### src/rtl/gtu_pkg.sv
// gtu_pkg: field widths, calendar constants and a small lookup function
// shared by the gps-to-utc calendar interfaces and pipeline
// no dependencies
`timescale 1ns / 1ps

package gtu_pkg;

    // input field widths
    localparam int WS_W   = 20;
    localparam int LS_W   = 8;
    localparam int WSD_W  = 17;

    // output field widths
    localparam int HOUR_W  = 5;
    localparam int MIN_W   = 6;
    localparam int SEC_W   = 6;
    localparam int DAY_W   = 5;
    localparam int MONTH_W = 4;
    localparam int YEAR_W  = 12;

    // internal widths
    localparam int T_W    = 20;  // non-negative seconds before day split
    localparam int Q_W    = 4;   // whole days in the seconds, 0..12
    localparam int TOD_W  = 17;  // time of day, 0..86399
    localparam int REM1_W = 12;  // seconds within the hour
    localparam int JD_W   = 22;  // julian day number
    localparam int X_W    = 24;  // 4*jd minus century offset
    localparam int W_W    = 5;   // gregorian century correction, 15..19
    localparam int NUM_W  = 26;  // 20*b - 2442
    localparam int PROD_W = 40;  // num times reciprocal
    localparam int C_W    = 13;  // julian year count
    localparam int REM_W  = 15;  // remainder before correction, below 2*7305
    localparam int BD_W   = 10;  // day of shifted year, b - d
    localparam int P_W    = 24;  // 10000*(b - d)
    localparam int E_W    = 4;   // shifted month, 4..15
    localparam int F_W    = 9;   // days before the shifted month

    // calendar constants
    localparam int SECS_PER_DAY  = 86400;
    localparam int SECS_PER_HOUR = 3600;
    localparam int SECS_PER_MIN  = 60;
    localparam int JD_OF_EPOCH   = 2447892;
    localparam int CENT_OFFSET   = 7468865;
    localparam int CENT_DAYS     = 146097;
    localparam int W_MIN         = 15;
    localparam int W_MAX         = 19;
    localparam int B_OFFSET      = 1525;   // the +1 and the +1524 together
    localparam int YEAR_NUM_OFF  = 2442;
    localparam int YEAR_DIV      = 7305;
    localparam int DAYS_PER_4Y   = 1461;
    localparam int MONTH_SCALE   = 10000;
    localparam int MONTH_DIV     = 306001;
    localparam int E_MAX         = 15;
    localparam int YEAR_BASE     = 4716;
    localparam int MONTHS        = 12;

    // reciprocal of 7305, floor(2^26 / 7305); estimate is low by at most one
    localparam int RECIP_SHIFT = NUM_W;
    localparam longint RECIP_C = (64'd1 << RECIP_SHIFT) / YEAR_DIV;

    // ceil(2^17 / 60): exact quotient for every value below 3600
    localparam int MIN_SHIFT = 17;
    localparam int MIN_RECIP = ((1 << MIN_SHIFT) + SECS_PER_MIN - 1) / SECS_PER_MIN;
    localparam int MIN_PROD_W = REM1_W + 12;

    // floor(30.6001 * e): days that precede shifted month e
    function automatic logic [F_W-1:0] month_start(input logic [E_W-1:0] e);
        logic [F_W-1:0] f;
        begin
            case (e)
                4'd0:    f = 9'd0;
                4'd1:    f = 9'd30;
                4'd2:    f = 9'd61;
                4'd3:    f = 9'd91;
                4'd4:    f = 9'd122;
                4'd5:    f = 9'd153;
                4'd6:    f = 9'd183;
                4'd7:    f = 9'd214;
                4'd8:    f = 9'd244;
                4'd9:    f = 9'd275;
                4'd10:   f = 9'd306;
                4'd11:   f = 9'd336;
                4'd12:   f = 9'd367;
                4'd13:   f = 9'd397;
                4'd14:   f = 9'd428;
                4'd15:   f = 9'd459;
                default: f = 9'd0;
            endcase
            return f;
        end
    endfunction

endpackage

### src/rtl/gtu_if.sv
// gtu_time_if and gtu_date_if: valid/ready channels for the time record
// going in and the calendar record coming out
// depends on gtu_pkg
`timescale 1ns / 1ps

interface gtu_time_if;
    logic                          valid;
    logic                          ready;
    logic [gtu_pkg::WS_W-1:0]      week_seconds;
    logic [gtu_pkg::LS_W-1:0]      leap_seconds;
    logic [gtu_pkg::WSD_W-1:0]     week_start_days;

    modport source (output valid, week_seconds, leap_seconds, week_start_days,
                    input  ready);
    modport sink   (input  valid, week_seconds, leap_seconds, week_start_days,
                    output ready);
endinterface

interface gtu_date_if;
    logic                          valid;
    logic                          ready;
    logic [gtu_pkg::HOUR_W-1:0]    hour;
    logic [gtu_pkg::MIN_W-1:0]     minute;
    logic [gtu_pkg::SEC_W-1:0]     second;
    logic [gtu_pkg::DAY_W-1:0]     day;
    logic [gtu_pkg::MONTH_W-1:0]   month;
    logic [gtu_pkg::YEAR_W-1:0]    year;

    modport source (output valid, hour, minute, second, day, month, year,
                    input  ready);
    modport sink   (input  valid, hour, minute, second, day, month, year,
                    output ready);
endinterface

### src/rtl/gps_time_to_utc_calendar_unit.sv
// gps_time_to_utc_calendar_unit: eleven-stage pipeline turning gps week time
// into utc time of day and gregorian date (julian day, meeus method)
// depends on gtu_pkg, gtu_time_if, gtu_date_if
//
//  channel   dir  modport  fields
//  i_time    in   sink     week_seconds, leap_seconds, week_start_days
//  o_date    out  source   hour, minute, second, day, month, year
//
// one transaction enters per cycle unless the pipeline is full and the output stalled;
// its result leaves through the output register of the eleven register stages
// the pipeline depth is set by the chain of constant divisions for the year
// (reciprocal multiply, then remainder correction, then month search)
// each stage holds while the one after it is full and stalled, and
// refills as soon as it moves on, so bubbles are squeezed out
// reset clears the stage valid bits only
`timescale 1ns / 1ps

module gps_time_to_utc_calendar_unit (
    input  logic       i_clk,
    input  logic       i_rst_n,
    gtu_time_if.sink   i_time,
    gtu_date_if.source o_date
);

    localparam int NSTG = 11;

    logic [NSTG:1] r_vld;
    logic [NSTG:1] stg_en;

    // ---------------- stage 1: leap correction and borrow
    logic [gtu_pkg::T_W:0]      n_s1_raw;
    logic                       n_s1_neg;
    logic [gtu_pkg::T_W-1:0]    n_s1_t;
    logic [gtu_pkg::JD_W-1:0]   n_s1_jd0;
    logic [gtu_pkg::T_W-1:0]    r_s1_t;
    logic [gtu_pkg::JD_W-1:0]   r_s1_jd0;

    always_comb begin
        n_s1_raw = {1'b0, i_time.week_seconds}
                 - (gtu_pkg::T_W + 1)'(i_time.leap_seconds);
        n_s1_neg = n_s1_raw[gtu_pkg::T_W];
        // negative time borrows a day
        n_s1_t   = n_s1_neg
                 ? gtu_pkg::T_W'(n_s1_raw + (gtu_pkg::T_W + 1)'(gtu_pkg::SECS_PER_DAY))
                 : n_s1_raw[gtu_pkg::T_W-1:0];
        n_s1_jd0 = gtu_pkg::JD_W'(i_time.week_start_days)
                 + gtu_pkg::JD_W'(gtu_pkg::JD_OF_EPOCH)
                 - gtu_pkg::JD_W'(n_s1_neg);
    end

    always_ff @(posedge i_clk) begin
        if (stg_en[1]) begin
            r_s1_t   <= n_s1_t;
            r_s1_jd0 <= n_s1_jd0;
        end
    end

    // ---------------- stage 2: whole days in the seconds
    logic [gtu_pkg::Q_W-1:0]    n_s2_q;
    logic [gtu_pkg::T_W-1:0]    r_s2_t;
    logic [gtu_pkg::Q_W-1:0]    r_s2_q;
    logic [gtu_pkg::JD_W-1:0]   r_s2_jd0;

    always_comb begin
        n_s2_q = '0;
        for (int k = 1; k <= 12; k++) begin
            if (r_s1_t >= gtu_pkg::T_W'(k * gtu_pkg::SECS_PER_DAY)) begin
                n_s2_q = gtu_pkg::Q_W'(k);
            end
        end
    end

    always_ff @(posedge i_clk) begin
        if (stg_en[2]) begin
            r_s2_t   <= r_s1_t;
            r_s2_q   <= n_s2_q;
            r_s2_jd0 <= r_s1_jd0;
        end
    end

    // ---------------- stage 3: time of day and julian day
    logic [gtu_pkg::TOD_W-1:0]  n_s3_tod;
    logic [gtu_pkg::JD_W-1:0]   n_s3_jd;
    logic [gtu_pkg::TOD_W-1:0]  r_s3_tod;
    logic [gtu_pkg::JD_W-1:0]   r_s3_jd;

    always_comb begin
        n_s3_tod = gtu_pkg::TOD_W'(r_s2_t
                 - gtu_pkg::T_W'(int'(r_s2_q) * gtu_pkg::SECS_PER_DAY));
        n_s3_jd  = r_s2_jd0 + gtu_pkg::JD_W'(r_s2_q);
    end

    always_ff @(posedge i_clk) begin
        if (stg_en[3]) begin
            r_s3_tod <= n_s3_tod;
            r_s3_jd  <= n_s3_jd;
        end
    end

    // ---------------- stage 4: century correction and hour
    logic [gtu_pkg::X_W-1:0]    n_s4_x;
    logic [gtu_pkg::W_W-1:0]    n_s4_w;
    logic [gtu_pkg::HOUR_W-1:0] n_s4_hour;
    logic [gtu_pkg::JD_W-1:0]   r_s4_jd;
    logic [gtu_pkg::W_W-1:0]    r_s4_w;
    logic [gtu_pkg::TOD_W-1:0]  r_s4_tod;
    logic [gtu_pkg::HOUR_W-1:0] r_s4_hour;

    always_comb begin
        n_s4_x = {r_s3_jd, 2'b00} - gtu_pkg::X_W'(gtu_pkg::CENT_OFFSET);
        // quotient is always between 15 and 19 for any julian day reachable here
        n_s4_w = gtu_pkg::W_W'(gtu_pkg::W_MIN);
        for (int k = gtu_pkg::W_MIN + 1; k <= gtu_pkg::W_MAX; k++) begin
            if (n_s4_x >= gtu_pkg::X_W'(k * gtu_pkg::CENT_DAYS)) begin
                n_s4_w = gtu_pkg::W_W'(k);
            end
        end
        n_s4_hour = '0;
        for (int k = 1; k <= 23; k++) begin
            if (r_s3_tod >= gtu_pkg::TOD_W'(k * gtu_pkg::SECS_PER_HOUR)) begin
                n_s4_hour = gtu_pkg::HOUR_W'(k);
            end
        end
    end

    always_ff @(posedge i_clk) begin
        if (stg_en[4]) begin
            r_s4_jd   <= r_s3_jd;
            r_s4_w    <= n_s4_w;
            r_s4_tod  <= r_s3_tod;
            r_s4_hour <= n_s4_hour;
        end
    end

    // ---------------- stage 5: b and seconds within the hour
    logic [gtu_pkg::JD_W-1:0]   n_s5_b;
    logic [gtu_pkg::REM1_W-1:0] n_s5_rem1;
    logic [gtu_pkg::JD_W-1:0]   r_s5_b;
    logic [gtu_pkg::REM1_W-1:0] r_s5_rem1;
    logic [gtu_pkg::HOUR_W-1:0] r_s5_hour;

    always_comb begin
        n_s5_b    = r_s4_jd + gtu_pkg::JD_W'(r_s4_w)
                  + gtu_pkg::JD_W'(gtu_pkg::B_OFFSET)
                  - gtu_pkg::JD_W'(r_s4_w >> 2);
        n_s5_rem1 = gtu_pkg::REM1_W'(r_s4_tod
                  - gtu_pkg::TOD_W'(int'(r_s4_hour) * gtu_pkg::SECS_PER_HOUR));
    end

    always_ff @(posedge i_clk) begin
        if (stg_en[5]) begin
            r_s5_b    <= n_s5_b;
            r_s5_rem1 <= n_s5_rem1;
            r_s5_hour <= r_s4_hour;
        end
    end

    // ---------------- stage 6: year numerator and minute
    logic [gtu_pkg::NUM_W-1:0]      n_s6_num;
    logic [gtu_pkg::MIN_PROD_W-1:0] n_s6_mprod;
    logic [gtu_pkg::NUM_W-1:0]      r_s6_num;
    logic [gtu_pkg::JD_W-1:0]       r_s6_b;
    logic [gtu_pkg::REM1_W-1:0]     r_s6_rem1;
    logic [gtu_pkg::HOUR_W-1:0]     r_s6_hour;
    logic [gtu_pkg::MIN_W-1:0]      r_s6_minute;

    always_comb begin
        n_s6_num   = gtu_pkg::NUM_W'(r_s5_b) * gtu_pkg::NUM_W'(20)
                   - gtu_pkg::NUM_W'(gtu_pkg::YEAR_NUM_OFF);
        n_s6_mprod = gtu_pkg::MIN_PROD_W'(r_s5_rem1)
                   * gtu_pkg::MIN_PROD_W'(gtu_pkg::MIN_RECIP);
    end

    always_ff @(posedge i_clk) begin
        if (stg_en[6]) begin
            r_s6_num    <= n_s6_num;
            r_s6_b      <= r_s5_b;
            r_s6_rem1   <= r_s5_rem1;
            r_s6_hour   <= r_s5_hour;
            r_s6_minute <= gtu_pkg::MIN_W'(n_s6_mprod >> gtu_pkg::MIN_SHIFT);
        end
    end

    // ---------------- stage 7: reciprocal product and second
    logic [gtu_pkg::PROD_W-1:0] n_s7_prod;
    logic [gtu_pkg::SEC_W-1:0]  n_s7_second;
    logic [gtu_pkg::PROD_W-1:0] r_s7_prod;
    logic [gtu_pkg::NUM_W-1:0]  r_s7_num;
    logic [gtu_pkg::JD_W-1:0]   r_s7_b;
    logic [gtu_pkg::HOUR_W-1:0] r_s7_hour;
    logic [gtu_pkg::MIN_W-1:0]  r_s7_minute;
    logic [gtu_pkg::SEC_W-1:0]  r_s7_second;

    always_comb begin
        n_s7_prod   = gtu_pkg::PROD_W'(r_s6_num) * gtu_pkg::PROD_W'(gtu_pkg::RECIP_C);
        n_s7_second = gtu_pkg::SEC_W'(r_s6_rem1
                    - gtu_pkg::REM1_W'(r_s6_minute) * gtu_pkg::REM1_W'(gtu_pkg::SECS_PER_MIN));
    end

    always_ff @(posedge i_clk) begin
        if (stg_en[7]) begin
            r_s7_prod   <= n_s7_prod;
            r_s7_num    <= r_s6_num;
            r_s7_b      <= r_s6_b;
            r_s7_hour   <= r_s6_hour;
            r_s7_minute <= r_s6_minute;
            r_s7_second <= n_s7_second;
        end
    end

    // ---------------- stage 8: quotient estimate and remainder
    logic [gtu_pkg::C_W-1:0]    n_s8_qe;
    logic [gtu_pkg::REM_W-1:0]  n_s8_rem;
    logic [gtu_pkg::C_W-1:0]    r_s8_qe;
    logic [gtu_pkg::REM_W-1:0]  r_s8_rem;
    logic [gtu_pkg::JD_W-1:0]   r_s8_b;
    logic [gtu_pkg::HOUR_W-1:0] r_s8_hour;
    logic [gtu_pkg::MIN_W-1:0]  r_s8_minute;
    logic [gtu_pkg::SEC_W-1:0]  r_s8_second;

    always_comb begin
        n_s8_qe  = gtu_pkg::C_W'(r_s7_prod >> gtu_pkg::RECIP_SHIFT);
        n_s8_rem = gtu_pkg::REM_W'(r_s7_num
                 - gtu_pkg::NUM_W'(n_s8_qe) * gtu_pkg::NUM_W'(gtu_pkg::YEAR_DIV));
    end

    always_ff @(posedge i_clk) begin
        if (stg_en[8]) begin
            r_s8_qe     <= n_s8_qe;
            r_s8_rem    <= n_s8_rem;
            r_s8_b      <= r_s7_b;
            r_s8_hour   <= r_s7_hour;
            r_s8_minute <= r_s7_minute;
            r_s8_second <= r_s7_second;
        end
    end

    // ---------------- stage 9: corrected year count and day of shifted year
    logic [gtu_pkg::C_W-1:0]    n_s9_c;
    logic [gtu_pkg::JD_W-1:0]   n_s9_d;
    logic [gtu_pkg::C_W-1:0]    r_s9_c;
    logic [gtu_pkg::BD_W-1:0]   r_s9_bd;
    logic [gtu_pkg::HOUR_W-1:0] r_s9_hour;
    logic [gtu_pkg::MIN_W-1:0]  r_s9_minute;
    logic [gtu_pkg::SEC_W-1:0]  r_s9_second;

    always_comb begin
        // estimate is at most one short
        n_s9_c = r_s8_qe + gtu_pkg::C_W'(r_s8_rem >= gtu_pkg::REM_W'(gtu_pkg::YEAR_DIV));
        // 1461*c needs 24 bits before the shift
        n_s9_d = gtu_pkg::JD_W'((gtu_pkg::X_W'(n_s9_c)
               * gtu_pkg::X_W'(gtu_pkg::DAYS_PER_4Y)) >> 2);
    end

    always_ff @(posedge i_clk) begin
        if (stg_en[9]) begin
            r_s9_c      <= n_s9_c;
            r_s9_bd     <= gtu_pkg::BD_W'(r_s8_b - n_s9_d);
            r_s9_hour   <= r_s8_hour;
            r_s9_minute <= r_s8_minute;
            r_s9_second <= r_s8_second;
        end
    end

    // ---------------- stage 10: shifted month
    logic [gtu_pkg::P_W-1:0]    n_s10_p;
    logic [gtu_pkg::E_W-1:0]    n_s10_e;
    logic [gtu_pkg::E_W-1:0]    r_s10_e;
    logic [gtu_pkg::C_W-1:0]    r_s10_c;
    logic [gtu_pkg::BD_W-1:0]   r_s10_bd;
    logic [gtu_pkg::HOUR_W-1:0] r_s10_hour;
    logic [gtu_pkg::MIN_W-1:0]  r_s10_minute;
    logic [gtu_pkg::SEC_W-1:0]  r_s10_second;

    always_comb begin
        n_s10_p = gtu_pkg::P_W'(r_s9_bd) * gtu_pkg::P_W'(gtu_pkg::MONTH_SCALE);
        n_s10_e = '0;
        for (int k = 1; k <= gtu_pkg::E_MAX; k++) begin
            if (n_s10_p >= gtu_pkg::P_W'(k * gtu_pkg::MONTH_DIV)) begin
                n_s10_e = gtu_pkg::E_W'(k);
            end
        end
    end

    always_ff @(posedge i_clk) begin
        if (stg_en[10]) begin
            r_s10_e      <= n_s10_e;
            r_s10_c      <= r_s9_c;
            r_s10_bd     <= r_s9_bd;
            r_s10_hour   <= r_s9_hour;
            r_s10_minute <= r_s9_minute;
            r_s10_second <= r_s9_second;
        end
    end

    // ---------------- stage 11: day, month, year (output register)
    logic [gtu_pkg::MONTH_W-1:0] n_s11_month;
    logic [gtu_pkg::DAY_W-1:0]   n_s11_day;
    logic [gtu_pkg::YEAR_W-1:0]  n_s11_year;
    logic                        n_s11_early;
    logic [gtu_pkg::HOUR_W-1:0]  r_s11_hour;
    logic [gtu_pkg::MIN_W-1:0]   r_s11_minute;
    logic [gtu_pkg::SEC_W-1:0]   r_s11_second;
    logic [gtu_pkg::DAY_W-1:0]   r_s11_day;
    logic [gtu_pkg::MONTH_W-1:0] r_s11_month;
    logic [gtu_pkg::YEAR_W-1:0]  r_s11_year;

    always_comb begin
        n_s11_day   = gtu_pkg::DAY_W'(r_s10_bd
                    - gtu_pkg::BD_W'(gtu_pkg::month_start(r_s10_e)));
        // shifted months past december wrap to january and february of next year
        n_s11_early = (r_s10_e > gtu_pkg::E_W'(gtu_pkg::MONTHS + 1));
        n_s11_month = n_s11_early
                    ? gtu_pkg::MONTH_W'(r_s10_e - gtu_pkg::E_W'(gtu_pkg::MONTHS + 1))
                    : gtu_pkg::MONTH_W'(r_s10_e - gtu_pkg::E_W'(1));
        n_s11_year  = gtu_pkg::YEAR_W'(r_s10_c - gtu_pkg::C_W'(gtu_pkg::YEAR_BASE)
                    + gtu_pkg::C_W'(n_s11_early));
    end

    always_ff @(posedge i_clk) begin
        if (stg_en[11]) begin
            r_s11_hour   <= r_s10_hour;
            r_s11_minute <= r_s10_minute;
            r_s11_second <= r_s10_second;
            r_s11_day    <= n_s11_day;
            r_s11_month  <= n_s11_month;
            r_s11_year   <= n_s11_year;
        end
    end

    // ---------------- flow control
    always_comb begin
        stg_en[NSTG] = !r_vld[NSTG] || o_date.ready;
        for (int k = NSTG - 1; k >= 1; k--) begin
            stg_en[k] = !r_vld[k] || stg_en[k+1];
        end
    end

    always_ff @(posedge i_clk) begin
        if (!i_rst_n) begin
            r_vld <= '0;
        end else begin
            if (stg_en[1]) begin
                r_vld[1] <= i_time.valid;
            end
            for (int k = 2; k <= NSTG; k++) begin
                if (stg_en[k]) begin
                    r_vld[k] <= r_vld[k-1];
                end
            end
        end
    end

    assign i_time.ready  = stg_en[1];
    assign o_date.valid  = r_vld[NSTG];
    assign o_date.hour   = r_s11_hour;
    assign o_date.minute = r_s11_minute;
    assign o_date.second = r_s11_second;
    assign o_date.day    = r_s11_day;
    assign o_date.month  = r_s11_month;
    assign o_date.year   = r_s11_year;

    // ---------------- assertions
    // input only backs off when the output is full and stalled
    a_no_spurious_stall: assert property (@(posedge i_clk) disable iff (!i_rst_n)
        !i_time.ready |-> (o_date.valid && !o_date.ready))
        else $error("input stalled while output free");

    // reciprocal estimate must be at most one short
    a_year_rem_bound: assert property (@(posedge i_clk) disable iff (!i_rst_n)
        r_vld[8] |-> (r_s8_rem < gtu_pkg::REM_W'(2 * gtu_pkg::YEAR_DIV)))
        else $error("year quotient estimate off by more than one");

    a_month_range: assert property (@(posedge i_clk) disable iff (!i_rst_n)
        o_date.valid |-> (o_date.month >= gtu_pkg::MONTH_W'(1)
                          && o_date.month <= gtu_pkg::MONTH_W'(gtu_pkg::MONTHS)))
        else $error("month out of range");

endmodule

### src/flat_wrapper.sv
// flat-port wrapper written by rule: the top's interface ports become plain ports
module gps_time_to_utc_calendar_unit_flat 
  (i_clk, i_rst_n, i_time_valid, i_time_week_seconds, i_time_leap_seconds, i_time_week_start_days, i_time_ready, o_date_valid, o_date_hour, o_date_minute, o_date_second, o_date_day, o_date_month, o_date_year, o_date_ready);
  gtu_time_if i_time_i ();
  gtu_date_if o_date_i ();
  input  logic i_clk;
  input  logic i_rst_n;
  input wire logic [$bits(i_time_i.valid)-1:0] i_time_valid;
  input wire logic [$bits(i_time_i.week_seconds)-1:0] i_time_week_seconds;
  input wire logic [$bits(i_time_i.leap_seconds)-1:0] i_time_leap_seconds;
  input wire logic [$bits(i_time_i.week_start_days)-1:0] i_time_week_start_days;
  output wire logic [$bits(i_time_i.ready)-1:0] i_time_ready;
  output wire logic [$bits(o_date_i.valid)-1:0] o_date_valid;
  output wire logic [$bits(o_date_i.hour)-1:0] o_date_hour;
  output wire logic [$bits(o_date_i.minute)-1:0] o_date_minute;
  output wire logic [$bits(o_date_i.second)-1:0] o_date_second;
  output wire logic [$bits(o_date_i.day)-1:0] o_date_day;
  output wire logic [$bits(o_date_i.month)-1:0] o_date_month;
  output wire logic [$bits(o_date_i.year)-1:0] o_date_year;
  input wire logic [$bits(o_date_i.ready)-1:0] o_date_ready;
  assign i_time_i.valid = i_time_valid;
  assign i_time_i.week_seconds = i_time_week_seconds;
  assign i_time_i.leap_seconds = i_time_leap_seconds;
  assign i_time_i.week_start_days = i_time_week_start_days;
  assign i_time_ready = i_time_i.ready;
  assign o_date_valid = o_date_i.valid;
  assign o_date_hour = o_date_i.hour;
  assign o_date_minute = o_date_i.minute;
  assign o_date_second = o_date_i.second;
  assign o_date_day = o_date_i.day;
  assign o_date_month = o_date_i.month;
  assign o_date_year = o_date_i.year;
  assign o_date_i.ready = o_date_ready;
  gps_time_to_utc_calendar_unit u_core (.i_clk(i_clk), .i_rst_n(i_rst_n), .i_time(i_time_i), .o_date(o_date_i));
endmodule
### config.mk
export PLATFORM = sky130hd
export DESIGN_NAME = gps_time_to_utc_calendar_unit_flat
export DESIGN_NICKNAME = d
export VERILOG_FILES = /design/src/rtl/gtu_pkg.sv /design/src/rtl/gtu_if.sv /design/src/rtl/gps_time_to_utc_calendar_unit.sv /design/src/flat_wrapper.sv
export SDC_FILE = /design/constraint.sdc
export NUM_CORES = 1
export LEC_CHECK = 0
export ABC_AREA = 1
export BUFFER_PORTS_ARGS = -buffer_cell sky130_fd_sc_hd__buf_2
export CORE_MARGIN = 3
export CORE_UTILIZATION = 40
export DETAILED_ROUTE_END_ITERATION = 10
export SYNTH_ARGS = -nofsm -noshare
export SYNTH_HDL_FRONTEND = slang
export SYNTH_SLANG_ARGS = --single-unit
### constraint.sdc
create_clock -name i_clk -period 16.2 [get_ports i_clk]
set_clock_uncertainty 0.15 [all_clocks]
set_input_delay 0.81 -clock i_clk [delete_from_list [all_inputs] [get_ports i_clk]]
set_output_delay 0.81 -clock i_clk [all_outputs]
set_load 0.03 [all_outputs]
==> results_dict.tcl, run 1 <==
set metrics [dict create \
    synth_compound_area_frac 0.0700 \
    max_cap_violations 0 \
    r2r_slack_ns 9.60 \
    yosysTopAreaCellShare 0.408 \
    h-tree-depth 2 \
    numCtsBuffers 48 \
    synthSimpleGateAreaFrac 0.107 \
    num_antenna_cells 0 \
    grt_pass1_wl_um 107000 \
    final_nets 4103 \
    synth_edf_count 467 \
    post_cts_buffers 0 \
    finalCritPeriodShare 0.410 \
    clock_latency_ns 0.59 \
    ys_seq_elements 478 \
    synth_fa_ha_area_frac 0.283 \
    drc 0 \
    crit_type "reg2out" \
    synth_xor_area_frac 0.0594 \
    cp.required_ns 15.24 \
    worstHoldStart "u_core.r_s7_hour[1]$_DFFE_PP_" \
    die_x_um 299 \
    max_slew_margin 0.380 \
    place_ws_ns 9.46 \
    ys_seq_area_frac 0.415 \
    rows 106 \
    fill_cells 8005 \
    crit_path_end_kind "output port" \
    crit_family "buffers and inverters" \
    die_h_um 299 \
    cp-start-kind "flop" \
    hold_path.class "reg2reg" \
    wl_per_cell_um 13.9 \
    cts_hold_buf 0 \
    hold_viol 0 \
    synthFlopType "edfxtp_1" \
    antenna_found_initial 0 \
    yosysTopAreaCell "edfxtp_1" \
    path_clk_slew_ns 0.06 \
    grt_max_degree 56 \
    worst_pin_slew_ns 0.927 \
    cpMaxStageDelayCell "nand2_2" \
    grt_pass1_vias 22300 \
    multi_input_area_um2 17900 \
    ys_top_cells_by_area "edfxtp_1 41%, ha_1 18%, fa_1 10%, inv_1 6.4%, nand2_1 4.7%" \
    clock-sinks 478 \
    synth_cell_types 58 \
    place_inst 4469 \
    holdPathStages 0 \
    drtPass1Iterations 5 \
    timing.setup.tns_ns 0 \
    critPathMaxStageDelay_ns 0.71 \
    drive_above_1_share 0.0634 \
    r2r.worst_path.cells 29 \
    final_cell_count_no_fill 4558 \
    vias 21700 \
    synthMostInstantiatedCell "inv_1" \
    place.gp.congestion 0.871 \
    dieArea_um2 89400 \
    drt-initial-drc-count 876 \
    syn-num-nets 3962 \
    worstSetupPathDepth 27 \
    cts_tree "done" \
    start_util 0.407 \
    syn_inst 3244 \
    io_buffers 88 \
    hpwl_um 50500 \
    clock_path_buffers 3 \
    synth_top_family_by_area "adder cells" \
    path_common_cell "nor2_1" \
    synthMuxAreaShare 0 \
    yosys_warnings 0 \
    r2r_start "u_core.r_s8_rem[6]$_DFFE_PP_" \
    yosys-top-cells-count "581 x inv_1, 489 x ha_1, 467 x edfxtp_1" \
    grt_use_total 0.144 \
    rsz0062_at_grt "no" \
    syn_area_per_cell_um2 10.6 \
    cts-resized-gates 0 \
    via_per_inst 4.76 \
    fin_ws_ns 9.56 \
    status "complete, no violations" \
    ant_nets 0 \
    syn_to_final_growth_pct 9.91 \
    core_um2 84400 \
    crit_buf_inv 16 \
    fin_crit_ns 6.64 \
    setup_viol 0 \
    worstHoldEndpoint "u_core.r_s8_hour[1]$_DFFE_PP_" \
    ys_async_sr_fraction 0 \
    synth_area_um2 34300 \
    fmax_mhz 151 \
    finalMaxSlewViolations 0 \
    register_area_um2 14200 \
    worstPathMaxFanout 55 \
    r2r-end "u_core.r_s9_bd[9]$_DFFE_PP_" \
    cts-root-buf "clkbuf_16" \
    drt-total-wl_um 63200 \
    ios 89 \
    overflow 0 \
    critPathArrivalTime_ns 5.68 \
]
## layout by cell type, fill, tap and decap left out, types with 14 or more instances in the layout
cell type / count
a21oi_1: 189
a31oi_1: 25
buf_2: 88
clkbuf_16: 48
edfxtp_1: 467
fa_1: 180
ha_1: 489
inv_1: 578
nand2_1: 430
nand3_1: 96
nand4_1: 37
nor2_1: 198
nor3_1: 32
o21ai_0: 96
o31ai_1: 14
xnor2_1: 71
xor2_1: 162
## area by class of cell
| cell class | count | share of cell area |
|---|---|---|
| clock inverter | 32 | 0.00683 |
| tap | 1134 | 0.0376 |
| timing repair buffer | 98 | 0.0137 |
| sequential | 478 | 0.377 |
| clock buffer | 57 | 0.0327 |
| inverter | 589 | 0.0586 |
| multi-input combinational | 2170 | 0.473 |
## layer usage
| metal | routed length, um | track usage | share of wire | vias to the layer above |
|---|---|---|---|---|
| met5 | 0 | 0 | 0 | - |
| met4 | 1240 | 0.0339 | 0.020 | 0 |
| met3 | 1890 | 0.0179 | 0.030 | 89 |
| met2 | 31700 | 0.262 | 0.50 | 298 |
| met1 | 28300 | 0.182 | 0.45 | 10100 |
| li1 | - | - | - | 11200 |
## logic make-up (layout without fill, tap and decap cells)
| logic type | count (synthesis) | count (layout) |
|---|---|---|
| AOI/OAI and AO/OA | 418 | 418 |
| xor gates and xnor gates | 233 | 233 |
| adders and majority gates | 669 | 669 |
| buffers and inverters | 596 | 776 |
| DFF | 478 | 478 |
| and+or+nand+nor | 850 | 850 |
## metrics by stage
stage | utilization | instance area [um2] | hold WS (ns)
after detailed placement | 0.430 | 36200 | 0.255
after floorplan | - | 34300 | 0.250
after CTS | 0.447 | 37700 | 0.261
final | 0.447 | 37700 | 0.261
after global routing | 0.447 | 37700 | 0.271
after global placement | 0.430 | 36200 | 0.251
## sequential cells by signal, indices dropped and copies added (netlist names), 16 cells and up
register	flops
u_core.r_s3_jd	20
u_core.r_s1_jd0	18
u_core.r_s4_jd	20
u_core.r_s2_jd0	18
u_core.r_s2_t	17
u_core.r_s6_num	24
u_core.r_s3_tod	17
u_core.r_s5_b	22
u_core.r_s7_prod	16
u_core.r_s1_t	20
## worst max path at each step
stage	start	to	slack, ns
after global placement	o_date_ready	i_time_ready	9.47
after detailed placement	o_date_ready	i_time_ready	9.46
after global routing	u_core.r_vld[11]$_SDFFE_PN0P_	i_time_ready	8.85
after floorplan	o_date_ready	i_time_ready	4.26
final	u_core.r_vld[11]$_SDFFE_PN0P_	i_time_ready	9.56
after CTS	u_core.r_vld[11]$_SDFFE_PN0P_	i_time_ready	9.35
Power of run 1 is left out: the tool's default activity adds up to more than one toggle a clock period on the data nets, which glitch-free logic cannot reach.
==> run 2, diff against run 1 <==
==> constraint.sdc (replaced) <==
create_clock -name i_clk -period 6.2 [get_ports i_clk]
set_clock_uncertainty 0.15 [all_clocks]
set_input_delay 0.31 -clock i_clk [delete_from_list [all_inputs] [get_ports i_clk]]
set_output_delay 0.31 -clock i_clk [all_outputs]
set_load 0.03 [all_outputs]
==> run 2 against run 1 <==
Effect of this change:
- critical path depth increased by 4
- setup slack got worse by 9.4 ns
- non-clock buffer count increased by 59
- register-to-register slack got worse by 9.4 ns
- hold slack got worse by 0.22 ns
- count of clock-buffer cells in the layout decreased by 8
- flip-flop and latch count unchanged
- critical endpoint is now u_core.r_s9_bd[9]$_DFFE_PP_
- routed wire length increased by 0.68%
- via count increased by 1.3%
- die area unchanged
- first-iteration DRC count decreased by 3.7%
- core utilization increased by 0.97 points
==> results_dict.tcl, run 2 (synthesized netlist as in run 1, its figures left out) <==
set metrics [dict create \
    status "complete, no violations" \
    place_ws_ns -0.287 \
    critPathArrivalTime_ns 6.18 \
    path_common_cell "inv_2" \
    drt-initial-drc-count 844 \
    r2r.worst_path.cells 31 \
    rsz0062_at_grt "yes" \
    cts_tree "done" \
    numCtsBuffers 48 \
    ios 89 \
    rows 106 \
    max_cap_violations 0 \
    worstPathMaxFanout 2 \
    drt-total-wl_um 63600 \
    place.gp.congestion 0.865 \
    num_antenna_cells 0 \
    overflow 0 \
    grt_pass1_vias 22200 \
    cp-start-kind "flop" \
    drtPass1Iterations 5 \
    mostFrequentLayoutCell "inv_1" \
    grt_pass1_wl_um 108000 \
    design_area_um2 38600 \
    critPathMaxStageDelay_ns 0.51 \
    core_um2 84400 \
    fin_crit_ns 6.00 \
    grt_use_total 0.145 \
    vias 22000 \
    wl_per_cell_um 13.8 \
    final_cell_mix "572 x inv_1, 483 x ha_1, 467 x edfxtp_1" \
    die_h_um 299 \
    finalCritPeriodShare 0.967 \
    hold_ws_ns 0.0433 \
    drive_above_1_share 0.0824 \
    fmax_mhz 167 \
    antenna_found_initial 0 \
    register_area_um2 14200 \
    start_util 0.407 \
    busiest_layer "met2" \
    grt_use_met1 0.184 \
    cts-root-buf "clkbuf_16" \
    setup_viol 0 \
    place_area_um2 36500 \
    via_per_inst 4.76 \
    h-tree-depth 2 \
    clock_latency_ns 0.61 \
    multi_input_area_um2 18000 \
    drc 0 \
    reg.largest.list "u_core.r_s6_num: 24 flops, u_core.r_s5_b: 22 flops" \
    fill_cells 7923 \
    max_slew_margin 0.377 \
    holdPathStages 4 \
    met2_usage 0.262 \
    crit_type "reg2reg" \
    worst_pin_slew_ns 0.927 \
    largest_register_ff_count 24 \
    crit_path_end_kind "flop" \
    final_nets 4162 \
    die_x_um 299 \
    hpwl_um 50500 \
    cp.required_ns 6.38 \
    grt_max_degree 56 \
    clock-sinks 478 \
    use_met3 0.0174 \
    io_buffers 88 \
    finish.utilization 0.457 \
    fin_ws_ns 0.203 \
    path_clk_slew_ns 0.07 \
    ant_nets 0 \
    finalMaxSlewViolations 0 \
    dieArea_um2 89400 \
    syn_to_final_growth_pct 12.3 \
    cpMaxStageDelayCell "fa_1" \
    clock_path_buffers 3 \
    hold_viol 0 \
    hold_path.class "in2reg" \
    regMostFlops "u_core.r_s6_num" \
]
-- run 2: layer usage --
metal  wire length, um  up-vias
met2             31800      276
met3              1900       95
met5                 0        -
li1                  -    11400
met4              1440        0
met1             28500    10200
-- run 2: path summary, 6_finish.rpt --
path	start	endpoint	slack, ns
setup / recovery	u_core.r_s8_rem[6]$_DFFE_PP_	u_core.r_s9_bd[9]$_DFFE_PP_	0.20
hold / removal	i_time_week_start_days[9]	u_core.r_s1_jd0[9]$_DFFE_PP_	0.04
setup reg to reg	u_core.r_s8_rem[6]$_DFFE_PP_	u_core.r_s9_bd[9]$_DFFE_PP_	0.20
hold reg to reg	u_core.r_s3_tod[0]$_DFFE_PP_	u_core.r_s4_tod[0]$_DFFE_PP_	0.27
-- run 2: cell type report --
| cell class | instances | share of cell area |
|---|---|---|
| tap | 1134 | 0.0368 |
| clock buffer | 49 | 0.0313 |
| inverter | 589 | 0.0577 |
| clock inverter | 40 | 0.0111 |
| sequential | 478 | 0.369 |
| multi-input combinational | 2170 | 0.467 |
| timing repair buffer | 157 | 0.0266 |
-- run 2: what timing repair did --
action                                 CTS  global route
endpoints found under the hold margin   30             0
setup endpoints to repair                3             2
hold buffers                            25             0
pin swaps                               14            19
resized for setup                       20            17
setup buffers                            1             1
-- run 2: metrics by stage --
step | TNS (ns) | instances
floorplan | -506.59 | 3244
global placement | -0.231 | 4501
detailed placement | -0.287 | 4501
global route | -0.122 | 4617
CTS | 0 | 4616
finish | 0 | 4617
-- run 2: critical path, delay by kind of cell (launching register included) --
family | cells | cell delay, ns
adders and majority gates | 9 | 2.98
AOI/OAI and AO/OA | 7 | 0.91
and+or+nand+nor | 6 | 0.57
xor gates and xnor gates | 3 | 0.42
DFF | 1 | 0.37
buffers and inverters | 6 | 0.35
Power of run 2 is left out for the same reason.
==> run 3, diff against run 2 <==
--- a/config.mk
+++ b/config.mk
@@ -8,7 +8,7 @@
 export ABC_AREA = 1
 export BUFFER_PORTS_ARGS = -buffer_cell sky130_fd_sc_hd__buf_2
 export CORE_MARGIN = 3
-export CORE_UTILIZATION = 40
+export CORE_UTILIZATION = 45
 export DETAILED_ROUTE_END_ITERATION = 10
 export SYNTH_ARGS = -nofsm -noshare
 export SYNTH_HDL_FRONTEND = slang
==> run 3 against run 2 <==
Effect of this change:
- count of clock-buffer cells in the layout grew 9
- hold slack worse by 0.014 ns
- largest cell class unchanged
- first-iteration DRC count up 2.1%
- fmax rose by 0.41%
- via count rose by 0.51%
- global-route usage increased by 2.0 points
- die area down 11%
- core utilization increased by 5.6 points
- routed wire length grew 0.42%
- sequential share of layout area is 0.077 points higher
- register-to-register slack improved by 0.02 ns
- critical path depth is the same
==> results_dict.tcl, run 3 (synthesized netlist as in run 1, its figures left out) <==
set metrics [dict create \
    status "complete, no violations" \
    crit_buf_inv 6 \
    drt-total-wl_um 63900 \
    r2r_slack_ns 0.23 \
    r2r_start "u_core.r_s8_rem[6]$_DFFE_PP_" \
    clock_path_buffers 3 \
    hold_path.class "in2reg" \
    grt_pass1_wl_um 107000 \
    max_cap_violations 0 \
    reg.largest.list "u_core.r_s6_num: 24 flops, u_core.r_s5_b: 22 flops" \
    h-tree-depth 2 \
    finalCritPeriodShare 0.963 \
    hold_viol 0 \
    cp.required_ns 6.38 \
    mostFrequentLayoutCell "inv_1" \
    clock-sinks 478 \
    core_um2 74900 \
    cp-start-kind "flop" \
    drt-initial-drc-count 862 \
    place_ws_ns -0.275 \
    drc 0 \
    timing.setup.tns_ns 0 \
    hpwl_um 50400 \
    place_area_um2 36200 \
    cts-root-buf "clkbuf_16" \
    die_x_um 282 \
    cts_tree "done" \
    numCtsBuffers 51 \
    rows 100 \
    design_area_um2 38500 \
    clock_latency_ns 0.60 \
    critPathArrivalTime_ns 6.15 \
    setup_viol 0 \
    crit_type "reg2reg" \
    dieArea_um2 79600 \
    crit_path_end_kind "flop" \
    place.gp.congestion 0.894 \
    via_per_inst 4.96 \
    grt_max_degree 56 \
    wl_per_cell_um 14.3 \
    path_common_cell "inv_2" \
    worstHoldStart "i_time_week_seconds[11]" \
    start_util 0.458 \
    max_slew_margin 0.369 \
    finalMaxSlewViolations 0 \
    grt_use_total 0.164 \
    crit_family "adder cells" \
    fin_crit_ns 5.97 \
    fill_cells 6808 \
    die_h_um 282 \
    final_cell_mix "571 x inv_1, 483 x ha_1, 467 x edfxtp_1" \
    worstPathMaxFanout 2 \
    cpMaxStageDelayCell "fa_1" \
    worst_pin_slew_ns 0.944 \
    grt_pass1_vias 22200 \
    critPathMaxStageDelay_ns 0.54 \
    drtPass1Iterations 5 \
    final_nets 4158 \
    drive_above_1_share 0.0839 \
    ios 89 \
    vias 22100 \
    fmax_mhz 167 \
    path_clk_slew_ns 0.07 \
    num_antenna_cells 0 \
    antenna_found_initial 0 \
    overflow 0 \
    regMostFlops "u_core.r_s6_num" \
    largest_register_ff_count 24 \
    io_buffers 88 \
    syn_to_final_growth_pct 12.1 \
    worstSetupStartpoint "u_core.r_s8_rem[6]$_DFFE_PP_" \
    fin_ws_ns 0.228 \
    ant_nets 0 \
    rsz0062_at_grt "yes" \
]
==> run 3: routing by layer <==
layer	track usage	up-vias	share of wire
met3	0.0210	90	0.035
met5	0	-	0
li1	-	11300	-
met1	0.214	10300	0.45
met4	0.0420	0	0.022
met2	0.292	313	0.49
==> run 3: timing repair <==
action / in CTS / in global routing
resized for setup: 19 / 28
hold endpoints to repair: 27 / 0
buffers inserted: 2 / 2
hold buffers: 23 / 0
gates cloned: 0 / 0
setup endpoints to repair: 1 / 2
pin swaps: 16 / 30
==> run 3: final cells by class <==
class,instances,area (um2),share of cell area
Multi-Input combinational cell,2170,18000,0.469
Timing Repair Buffer,150,967,0.0251
Sequential cell,478,14200,0.370
Clock buffer,58,1330,0.0346
Clock inverter,37,442,0.0115
Tap cell,969,1210,0.0315
Inverter,589,2230,0.0579
==> run 3: path summary, 6_finish.rpt <==
path,to,cells past startpoint
setup / recovery,u_core.r_s9_bd[9]$_DFFE_PP_,31
hold reg to reg,u_core.r_s10_c[5]$_DFFE_PP_,0
hold / removal,u_core.r_s1_t[11]$_DFFE_PP_,3
setup reg to reg,u_core.r_s9_bd[9]$_DFFE_PP_,31
==> run 3: worst reg2reg max path, delay by kind of cell (launching register included) <==
kind,cells,cell delay [ns]
and+or+nand+nor,6,0.58
AOI/OAI and AO/OA,7,0.80
adders and majority gates,9,3.05
buffers and inverters,6,0.36
xor gates and xnor gates,3,0.42
DFF,1,0.38
==> run 3: stage by stage <==
step	hold slack [ns]	std cells	util
2_1_floorplan	0.250	3244	-
3_5_place_dp	0.255	4329	0.483
4_1_cts	0.000773	4449	0.511
3_3_place_gp	0.250	4329	0.483
6_report	0.0291	4451	0.513
5_1_grt	0.0283	4451	0.513
Power of run 3 is left out for the same reason.
